`config.mk`:
```
export PLATFORM = sky130hd
export DESIGN_NAME = hsl_to_rgb_converter
export DESIGN_NICKNAME = d
export VERILOG_FILES = /design/src/rtl/hsl2rgb_pkg.sv /design/src/rtl/hsl2rgb_channel.sv /design/src/rtl/hsl_to_rgb_converter.sv
export SDC_FILE = /design/constraint.sdc
export NUM_CORES = 2
export LEC_CHECK = 0
export ABC_CLOCK_PERIOD_IN_PS = 24100
export BUFFER_PORTS_ARGS = -buffer_cell sky130_fd_sc_hd__buf_4
export CAP_MARGIN = 0
export CORE_ASPECT_RATIO = 1.1
export CORE_MARGIN = 2
export CORE_UTILIZATION = 24
export CTS_CLUSTER_DIAMETER = 40
export DETAILED_ROUTE_END_ITERATION = 10
export PLACE_DENSITY_LB_ADDON = 0.12
export SLEW_MARGIN = 20
export SYNTH_ARGS = -nofsm -noshare
export SYNTH_HDL_FRONTEND = slang
export SYNTH_SLANG_ARGS = --single-unit
```
`constraint.sdc`:
```
create_clock -name clk_i -period 24.1 [get_ports clk_i]
set_input_delay 4.82 -clock clk_i [delete_from_list [all_inputs] [get_ports clk_i]]
set_output_delay 4.82 -clock clk_i [all_outputs]
set_load 0.05 [all_outputs]
```
`src/rtl/hsl2rgb_pkg.sv`:
```
// ----------------------------------------------------------------------------
// hsl2rgb_pkg
// Shared types and constants for the HSL to RGB color converter.
// ----------------------------------------------------------------------------
`timescale 1ns / 1ps

package hsl2rgb_pkg;

  localparam int unsigned NUM_STAGES = 5;

  // Color channel math: value scaled by 600000 maps to a byte as v*17/40000.
  // v above CLAMP_LIM would give more than 255.
  localparam logic [19:0] CLAMP_LIM   = 20'd602352;
  // floor(y/625) == (y * RECIP_625) >> RECIP_SHIFT for y < 2^28/169
  localparam logic [18:0] RECIP_625   = 19'd429497;
  localparam int unsigned RECIP_SHIFT = 28;

  typedef struct packed {
    logic [8:0] hue_deg;
    logic [6:0] sat_pct;
    logic [6:0] lum_pct;
    logic [7:0] alpha_in;
  } hsl2rgb_in_t;

  typedef struct packed {
    logic [7:0] red;
    logic [7:0] green;
    logic [7:0] blue;
    logic [7:0] alpha_out;
  } hsl2rgb_out_t;

  // Hue segment of one channel angle
  typedef enum logic [1:0] {
    SEG_RAMP,
    SEG_HIGH,
    SEG_LOW
  } hsl2rgb_seg_e;

  // Per-stage load strobes for the channel datapath
  typedef struct packed {
    logic ld2;
    logic ld3;
    logic ld4;
    logic ld5;
  } hsl2rgb_ctl_t;

endpackage

```
`src/rtl/hsl2rgb_channel.sv`:
```
// ----------------------------------------------------------------------------
// hsl2rgb_channel
// One color channel: hue segment decode, piecewise interpolation between
// p and q, clamp and scaling to an 8-bit value. Stages 2 to 5.
// ----------------------------------------------------------------------------
`timescale 1ns / 1ps

module hsl2rgb_channel
  import hsl2rgb_pkg::*;
(
  input  logic               clk_i,
  input  hsl2rgb_ctl_t       ctl_i,
  input  logic [8:0]         angle_i,
  input  logic signed [15:0] p_i,
  input  logic signed [15:0] q_i,
  input  logic signed [15:0] qmp_i,
  output logic [7:0]         byte_o
);

  hsl2rgb_seg_e       seg_d, seg_q;
  logic [6:0]         frac_d, frac_q;
  logic signed [23:0] v_d, v_q;
  logic [17:0]        y_d, y_q;
  logic [7:0]         byte_d, byte_q;

  // stage 2: segment decode
  always_comb begin
    if (angle_i < 9'd60) begin
      seg_d  = SEG_RAMP;
      frac_d = angle_i[6:0];
    end else if (angle_i < 9'd180) begin
      seg_d  = SEG_HIGH;
      frac_d = 7'd0;
    end else if (angle_i < 9'd240) begin
      seg_d  = SEG_RAMP;
      frac_d = 7'(9'd240 - angle_i);
    end else begin
      seg_d  = SEG_LOW;
      frac_d = 7'd0;
    end
  end

  // stage 3: scaled channel value (x600000)
  logic signed [23:0] p60, q60, ramp;
  always_comb begin
    p60  = 24'(p_i) * 24'sd60;
    q60  = 24'(q_i) * 24'sd60;
    ramp = 24'(qmp_i) * $signed(24'(frac_q));
    case (seg_q)
      SEG_RAMP: v_d = p60 + ramp;
      SEG_HIGH: v_d = q60;
      SEG_LOW:  v_d = p60;
      default:  v_d = p60;
    endcase
  end

  // stage 4: clamp, then v*17/64
  logic [19:0] v_clamp;
  logic [23:0] x17;
  always_comb begin
    if (v_q >= $signed({4'b0, CLAMP_LIM})) begin
      v_clamp = CLAMP_LIM;
    end else begin
      v_clamp = v_q[19:0];
    end
    x17 = 24'(v_clamp) * 24'd17;
    if (v_q <= 24'sd0) begin
      y_d = 18'd0;
    end else begin
      y_d = x17[23:6];
    end
  end

  // stage 5: divide by 625 through the reciprocal
  logic [36:0] prod;
  always_comb begin
    prod   = 37'(y_q) * 37'(RECIP_625);
    byte_d = prod[RECIP_SHIFT+7:RECIP_SHIFT];
  end

  always_ff @(posedge clk_i) begin
    if (ctl_i.ld2) begin
      seg_q  <= seg_d;
      frac_q <= frac_d;
    end
    if (ctl_i.ld3) begin
      v_q <= v_d;
    end
    if (ctl_i.ld4) begin
      y_q <= y_d;
    end
    if (ctl_i.ld5) begin
      byte_q <= byte_d;
    end
  end

  assign byte_o = byte_q;

endmodule

```
`src/rtl/hsl_to_rgb_converter.sv`:
```
// ----------------------------------------------------------------------------
// hsl_to_rgb_converter
// Each accepted request moves through stages 1 to 5; the result is presented
// from the stage 5 registers. Throughput: one pixel per cycle unless the
// output stalls; five pipeline stages, each holds one pixel.
// Stages collapse bubbles; in_stall_o rises only when all stages are full
// and the output is stalled. Reset clears all stage valid bits.
// ----------------------------------------------------------------------------
`timescale 1ns / 1ps

module hsl_to_rgb_converter
  import hsl2rgb_pkg::*;
(
  input  logic         clk_i,
  input  logic         rst_ni,
  input  logic         in_valid_i,
  output logic         in_stall_o,
  input  hsl2rgb_in_t  in_req_i,
  output logic         out_valid_o,
  input  logic         out_stall_i,
  output hsl2rgb_out_t out_req_o
);

  logic [NUM_STAGES-1:0] valid_q;
  logic [NUM_STAGES-1:0] ready;
  logic [NUM_STAGES-1:0] vprev;
  hsl2rgb_ctl_t          ctl;
  logic                  ld1;

  always_comb begin
    ready[NUM_STAGES-1] = !valid_q[NUM_STAGES-1] || !out_stall_i;
    for (int k = NUM_STAGES - 2; k >= 0; k--) begin
      ready[k] = !valid_q[k] || ready[k+1];
    end
    vprev[0] = in_valid_i;
    for (int k = 1; k < NUM_STAGES; k++) begin
      vprev[k] = valid_q[k-1];
    end
  end

  assign ld1      = ready[0] && vprev[0];
  assign ctl.ld2  = ready[1] && vprev[1];
  assign ctl.ld3  = ready[2] && vprev[2];
  assign ctl.ld4  = ready[3] && vprev[3];
  assign ctl.ld5  = ready[4] && vprev[4];

  always_ff @(posedge clk_i or negedge rst_ni) begin
    if (!rst_ni) begin
      valid_q <= '0;
    end else begin
      for (int k = 0; k < NUM_STAGES; k++) begin
        if (ready[k]) begin
          valid_q[k] <= vprev[k];
        end
      end
    end
  end

  // stage 1: channel angles, l*s
  logic [9:0]  hr_sum;
  logic [8:0]  ang_r_d, ang_g_d, ang_b_d;
  logic [8:0]  ang_r_q, ang_g_q, ang_b_q;
  logic [6:0]  sat1_q, lum1_q;
  logic [13:0] ls_d, ls1_q;
  logic [7:0]  alpha_q [NUM_STAGES];

  always_comb begin
    hr_sum = {1'b0, in_req_i.hue_deg} + 10'd120;
    if (hr_sum > 10'd360) begin
      ang_r_d = 9'(hr_sum - 10'd360);
    end else begin
      ang_r_d = hr_sum[8:0];
    end
    if (in_req_i.hue_deg > 9'd360) begin
      ang_g_d = in_req_i.hue_deg - 9'd360;
    end else begin
      ang_g_d = in_req_i.hue_deg;
    end
    // h-120 wraps up by a turn below zero, down by a turn above 360
    if (in_req_i.hue_deg < 9'd120) begin
      ang_b_d = in_req_i.hue_deg + 9'd240;
    end else if (in_req_i.hue_deg > 9'd480) begin
      ang_b_d = in_req_i.hue_deg - 9'd480;
    end else begin
      ang_b_d = in_req_i.hue_deg - 9'd120;
    end
    ls_d = 14'(in_req_i.lum_pct) * 14'(in_req_i.sat_pct);
  end

  // stage 2: p and q, both scaled by 10000
  logic [14:0]        q_lo, q_hi;
  logic signed [15:0] q_d, p_d, qmp_d;
  logic signed [15:0] q2_q, p2_q, qmp2_q;
  logic [6:0]         sat2_q;

  always_comb begin
    q_lo = 15'(lum1_q) * 15'd100 + 15'(ls1_q);
    q_hi = (15'(lum1_q) + 15'(sat1_q)) * 15'd100 - 15'(ls1_q);
    if (lum1_q < 7'd50) begin
      q_d = $signed({1'b0, q_lo});
    end else begin
      q_d = $signed({1'b0, q_hi});
    end
    p_d   = $signed({1'b0, 15'(lum1_q) * 15'd200}) - q_d;
    qmp_d = q_d - p_d;
  end

  always_ff @(posedge clk_i) begin
    if (ld1) begin
      ang_r_q    <= ang_r_d;
      ang_g_q    <= ang_g_d;
      ang_b_q    <= ang_b_d;
      sat1_q     <= in_req_i.sat_pct;
      lum1_q     <= in_req_i.lum_pct;
      ls1_q      <= ls_d;
      alpha_q[0] <= in_req_i.alpha_in;
    end
    if (ctl.ld2) begin
      q2_q       <= q_d;
      p2_q       <= p_d;
      qmp2_q     <= qmp_d;
      sat2_q     <= sat1_q;
      alpha_q[1] <= alpha_q[0];
    end
    if (ctl.ld3) begin
      alpha_q[2] <= alpha_q[1];
    end
    if (ctl.ld4) begin
      alpha_q[3] <= alpha_q[2];
    end
    if (ctl.ld5) begin
      alpha_q[4] <= alpha_q[3];
    end
  end

  logic [7:0] red_b, green_b, blue_b;

  hsl2rgb_channel u_red (
    .clk_i   (clk_i),
    .ctl_i   (ctl),
    .angle_i (ang_r_q),
    .p_i     (p2_q),
    .q_i     (q2_q),
    .qmp_i   (qmp2_q),
    .byte_o  (red_b)
  );

  hsl2rgb_channel u_green (
    .clk_i   (clk_i),
    .ctl_i   (ctl),
    .angle_i (ang_g_q),
    .p_i     (p2_q),
    .q_i     (q2_q),
    .qmp_i   (qmp2_q),
    .byte_o  (green_b)
  );

  hsl2rgb_channel u_blue (
    .clk_i   (clk_i),
    .ctl_i   (ctl),
    .angle_i (ang_b_q),
    .p_i     (p2_q),
    .q_i     (q2_q),
    .qmp_i   (qmp2_q),
    .byte_o  (blue_b)
  );

  assign in_stall_o            = !ready[0];
  assign out_valid_o           = valid_q[NUM_STAGES-1];
  assign out_req_o.red         = red_b;
  assign out_req_o.green       = green_b;
  assign out_req_o.blue        = blue_b;
  assign out_req_o.alpha_out   = alpha_q[NUM_STAGES-1];

  // input is held off only with the whole pipe full
  a_stall_full: assert property (@(posedge clk_i) disable iff (!rst_ni)
    in_stall_o |-> (&valid_q))
    else $error("input stalled with a free pipeline stage");

  // wrapped angles stay within one turn
  a_angle_range: assert property (@(posedge clk_i) disable iff (!rst_ni)
    valid_q[0] |-> (ang_r_q <= 9'd360 && ang_g_q <= 9'd360 && ang_b_q <= 9'd360))
    else $error("channel angle out of range");

  // zero saturation gives p equal to q (gray)
  a_gray: assert property (@(posedge clk_i) disable iff (!rst_ni)
    ctl.ld2 |=> (sat2_q != 7'd0 || p2_q == q2_q))
    else $error("p and q differ at zero saturation");

endmodule
```
==> impl_metrics.sql <==
INSERT INTO impl_metrics (metric_group, metric, value, unit) VALUES
('status', 'outcome', 'completed', ''),
('setup_path', 'r2r_setup_slack', '15110', 'ps'),
('synthesis', 'dominant_cell_type_by_area_after_synthesis', 'sky130_fd_sc_hd__fa_1', ''),
('setup_path', 'critical-path-max-stage-delay', '340', 'ps'),
('setup_path', 'worst_setup_path_end_kind', 'primary output', ''),
('synthesis', 'synth_top_family_by_area', 'adder cells', ''),
('run', 'reported_max_cap_violation_count', '0', ''),
('synthesis', 'synth_async_sr_flop_share', '1.58', '%'),
('cts', 'clock_sinks', '316', ''),
('cts', 'cts_repair_resize_count', '0', ''),
('synthesis', 'synth.top_cell.area_share', '29.1', '%'),
('setup_path', 'crit_chain', 'buf_4 > and3_1 > nand4_1 > inv_1 > buf_4', ''),
('global_routing', 'met2_usage', '22.7', '%'),
('floorplanning', 'floorplan.rows', '182', ''),
('place', 'detailed_place_hpwl', '122000', 'µm'),
('synthesis', 'synthesis_warnings', '0', ''),
('sta', 'layout_min_cycle_time', '10870', 'ps'),
('synthesis', 'synth.avg_cell_area', '10.0', 'µm²'),
('synthesis', 'synthesis.area', '0.0539', 'mm²'),
('cells_and_area', 'syn_to_final_growth', '12.7', '%'),
('floorplanning', 'initial_utilization', '24.1', '%'),
('sta', 'tightestPinTransition', '1040', 'ps'),
('place', 'finalWeightedCongestion', '0.813', ''),
('route', 'first_pass_iters', '5', ''),
('global_routing', 'global_route_layer_with_the_greatest_usage', 'met2', ''),
('cells_and_area', 'sequential_cell_area', '0.00946', 'mm²'),
('setup_path', 'critical_path_peak_fanout', '5', ''),
('synthesis', 'synth_sequential_area_ratio', '17.6', '%'),
('setup_path', 'timing.critical_path.mode_cell', 'sky130_fd_sc_hd__buf_4', ''),
('global_routing', 'pin_count_of_the_biggest_net_entering_global_routing', '56', ''),
('sta', 'clock.fmax', '92.0', 'MHz'),
('cts', 'clk_transition_reported_paths', '50', 'ps'),
('cts', 'clock_latency_on_the_worst_skew_pair', '670', 'ps'),
('floorplanning', 'fp.coreArea', '0.223', 'mm²'),
('synthesis', 'edff_count_synth', '311', ''),
('floorplanning', 'floorplan.die_area', '0.228', 'mm²'),
('synthesis', 'synth_seq_cells', '316', ''),
('cells_and_area', 'multi_input_area', '0.0398', 'mm²'),
('global_routing', 'grtUsageTotal', '13.0', '%'),
('setup_path', 'worstSetupEndpoint', 'in_stall_o', ''),
('global_routing', 'gr_met3_demand_resource', '1.70', '%'),
('min_path', 'worstHoldPathType', 'reg -> reg', ''),
('place', 'portBuffers', '68', ''),
('cts', 'clockRootBuffer', 'sky130_fd_sc_hd__clkbuf_16', ''),
('sta', 'setup-tns-final', '0', 'ps'),
('setup_path', 'arrival', '6050', 'ps'),
('setup_path', 'setup.worst_path.start_class', 'input port', ''),
('cts', 'clock_tree_from_tritoncts', 'yes', ''),
('cts', 'htreeDepth', '3', ''),
('sta', 'final_worst_path_period_share', '45.1', '%'),
('synthesis', 'post_synth_fa_ha_maj_area_fraction', '49.7', '%'),
('sta', 'setup_viol_count_final', '0', ''),
('cells_and_area', 'fillers', '23703', ''),
('setup_path', 'timing.critical_path.from', 'out_stall_i', ''),
('setup_path', 'cp_slowest_cell', 'sky130_fd_sc_hd__nand4_1', ''),
('route', 'ant_nets', '0', ''),
('floorplanning', 'floorplan.io_pins', '69', ''),
('setup_path', 'cp.required', '19280', 'ps'),
('global_routing', 'grtUsageMet1', '17.2', '%'),
('setup_path', 'cell_family_with_most_cp_delay', 'simple AND/OR/NAND/NOR gates', ''),
('cells_and_area', 'post_route_cells_drive_above_1_share', '5.56', '%'),
('synthesis', 'ys_top_cells_by_area', 'sky130_fd_sc_hd__fa_1 29%, sky130_fd_sc_hd__ha_1 21%, sky130_fd_sc_hd__edfxtp_1 17%', ''),
('route', 'route.detailed.drc', '0', ''),
('synthesis', 'synthesis.instances', '5382', ''),
('synthesis', 'dominantRegCellSynth', 'sky130_fd_sc_hd__edfxtp_1', ''),
('setup_path', 'worstRegToRegCells', '33', ''),
('global_routing', 'globalRouteOverflowTotal', '0', ''),
('synthesis', 'synthDistinctLibCells', '81', ''),
('cts', 'numCtsBuffers', '76', ''),
('synthesis', 'post_synth_and_or_nand_nor_area_fraction', '10.7', '%'),
('sta', 'hold_violations', '0', '');
==> cells in the mapped netlist, types with 11 or more instances <==
library cell	count
sky130_fd_sc_hd__a211oi_1	45
sky130_fd_sc_hd__clkbuf_1	88
sky130_fd_sc_hd__o21bai_1	40
sky130_fd_sc_hd__nand2_1	236
sky130_fd_sc_hd__nor3b_1	13
sky130_fd_sc_hd__or2_2	28
sky130_fd_sc_hd__and2_1	286
sky130_fd_sc_hd__a31oi_1	30
sky130_fd_sc_hd__nor2_1	250
sky130_fd_sc_hd__xnor2_1	170
sky130_fd_sc_hd__nand4_1	22
sky130_fd_sc_hd__nor4_1	21
sky130_fd_sc_hd__and3_1	29
sky130_fd_sc_hd__xor2_1	83
sky130_fd_sc_hd__o31ai_1	21
sky130_fd_sc_hd__nand3_1	50
sky130_fd_sc_hd__nor2b_1	39
sky130_fd_sc_hd__mux2i_1	20
sky130_fd_sc_hd__inv_1	1157
sky130_fd_sc_hd__nor3_1	80
sky130_fd_sc_hd__o211ai_1	11
sky130_fd_sc_hd__o21ai_0	129
sky130_fd_sc_hd__ha_1	884
sky130_fd_sc_hd__fa_1	784
sky130_fd_sc_hd__or3_1	11
sky130_fd_sc_hd__nand2b_1	47
sky130_fd_sc_hd__a21oi_1	242
sky130_fd_sc_hd__edfxtp_1	311
sky130_fd_sc_hd__o21a_1	22
sky130_fd_sc_hd__a21o_1	75
==> per-layer routing <==
layer / vias to the layer above / part of all wire [%]
li1: 17738 / -
met3: 128 / 2.6
met5: - / 0
met1: 17745 / 47
met2: 376 / 49
met4: 0 / 1.8
==> worst register-to-register path, delay by kind of cell, from the launching register on <==
| kind | cells | cell delay [ps] |
|---|---|---|
| adders and majority gates | 9 | 4130 |
| AOI/OAI and AO/OA | 12 | 2750 |
| muxes | 1 | 230 |
| DFF | 1 | 550 |
| and+or+nand+nor | 4 | 490 |
| xor gates and xnor gates | 1 | 90 |
| buffers and inverters | 6 | 480 |
==> stage by stage <==
step / cell area [µm²] / setup WS [ps] / std cells / hold WS (ps) / utilization, %
final: 60700 / 13230 / 8500 / 408 / 27.2
after global routing: 60700 / 13100 / 8499 / 416 / 27.2
after CTS: 60700 / 13110 / 8499 / 412 / 27.2
after detailed placement: 58100 / 13120 / 8358 / 405 / 26.0
after global placement: 58100 / 13110 / 8358 / 402 / 26.0
after floorplan: 53900 / 13800 / 5398 / 400 / -
==> registers in the layout, indices dropped and copies added, names as in the netlist, 7 cells and up <==
register	flops
q2_q	15
u_red.y_q	18
u_green.byte_o	8
alpha_q	40
u_green.frac_q	7
p2_q	15
u_blue.y_q	18
ls1_q	14
u_green.v_q	24
u_blue.frac_q	7
sat1_q	7
u_red.v_q	24
u_blue.byte_o	8
qmp2_q	15
ang_r_q	9
u_red.byte_o	8
u_green.y_q	18
lum1_q	7
u_red.frac_q	7
u_blue.v_q	24
==> layout by cell type (no fill, tap or decap), drive strengths merged, types with 21 or more instances in the layout <==
| master | synthesis | routed |
|---|---|---|
| nor3 | 80 | 80 |
| and3 | 29 | 29 |
| buf | 13 | 117 |
| nand2 | 236 | 236 |
| o21ai | 135 | 135 |
| o21a | 22 | 22 |
| xnor2 | 170 | 170 |
| o31ai | 22 | 22 |
| a211oi | 48 | 48 |
| a31oi | 31 | 31 |
| nor4 | 21 | 21 |
| nor2 | 250 | 250 |
| clkinv | 1 | 24 |
| a21oi | 244 | 244 |
| xor2 | 83 | 83 |
| o21bai | 40 | 40 |
| clkbuf | 88 | 87 |
| or2 | 28 | 28 |
| ha | 884 | 884 |
| fa | 784 | 784 |
| and2 | 286 | 286 |
| nand3 | 50 | 50 |
| edfxtp | 311 | 311 |
| nand4 | 22 | 22 |
| inv | 1158 | 1171 |
| nand2b | 47 | 47 |
| nor2b | 39 | 39 |
| a21o | 75 | 75 |
==> logic make-up (layout without fill, tap and decap cells) <==
logic type / count (synthesis) / in the layout
adder cells (fa/ha/maj): 1669 / 1669
buffers and inverters: 1260 / 1417
AND/OR/NAND/NOR: 1135 / 1135
AO/OA/AOI/OAI: 722 / 722
flip-flops: 316 / 316
XOR/XNOR: 253 / 253
multiplexers: 25 / 25
other: 2 / 19
==> area by class of cell <==
type | count | area share (%)
clock buffers | 87 | 3.32
multi-input cells | 3822 | 65.4
well taps | 2944 | 6.06
inverters | 1159 | 7.16
clock inverters | 54 | 0.974
diodes | 1 | 0.00412
flip-flops and latches | 316 | 15.6
repair buffers | 117 | 1.45
==> how the worst min path moves through the flow <==
stage                              from                  endpoint  slack (ps)  depth (start not counted)
3_5_place_dp   alpha_q[0][14]$_DFFE_PP_  alpha_q[0][22]$_DFFE_PP_         410                          0
2_1_floorplan   alpha_q[0][2]$_DFFE_PP_  alpha_q[0][10]$_DFFE_PP_         400                          0
5_1_grt        alpha_q[0][22]$_DFFE_PP_  alpha_q[0][30]$_DFFE_PP_         420                          0
4_1_cts        alpha_q[0][22]$_DFFE_PP_  alpha_q[0][30]$_DFFE_PP_         410                          0
3_3_place_gp   alpha_q[0][30]$_DFFE_PP_  alpha_q[0][38]$_DFFE_PP_         400                          0
6_report       alpha_q[0][22]$_DFFE_PP_  alpha_q[0][30]$_DFFE_PP_         410                          0
Power is left out: the tool's default activity adds up to more than one toggle a clock period on the data nets, which glitch-free logic cannot reach.
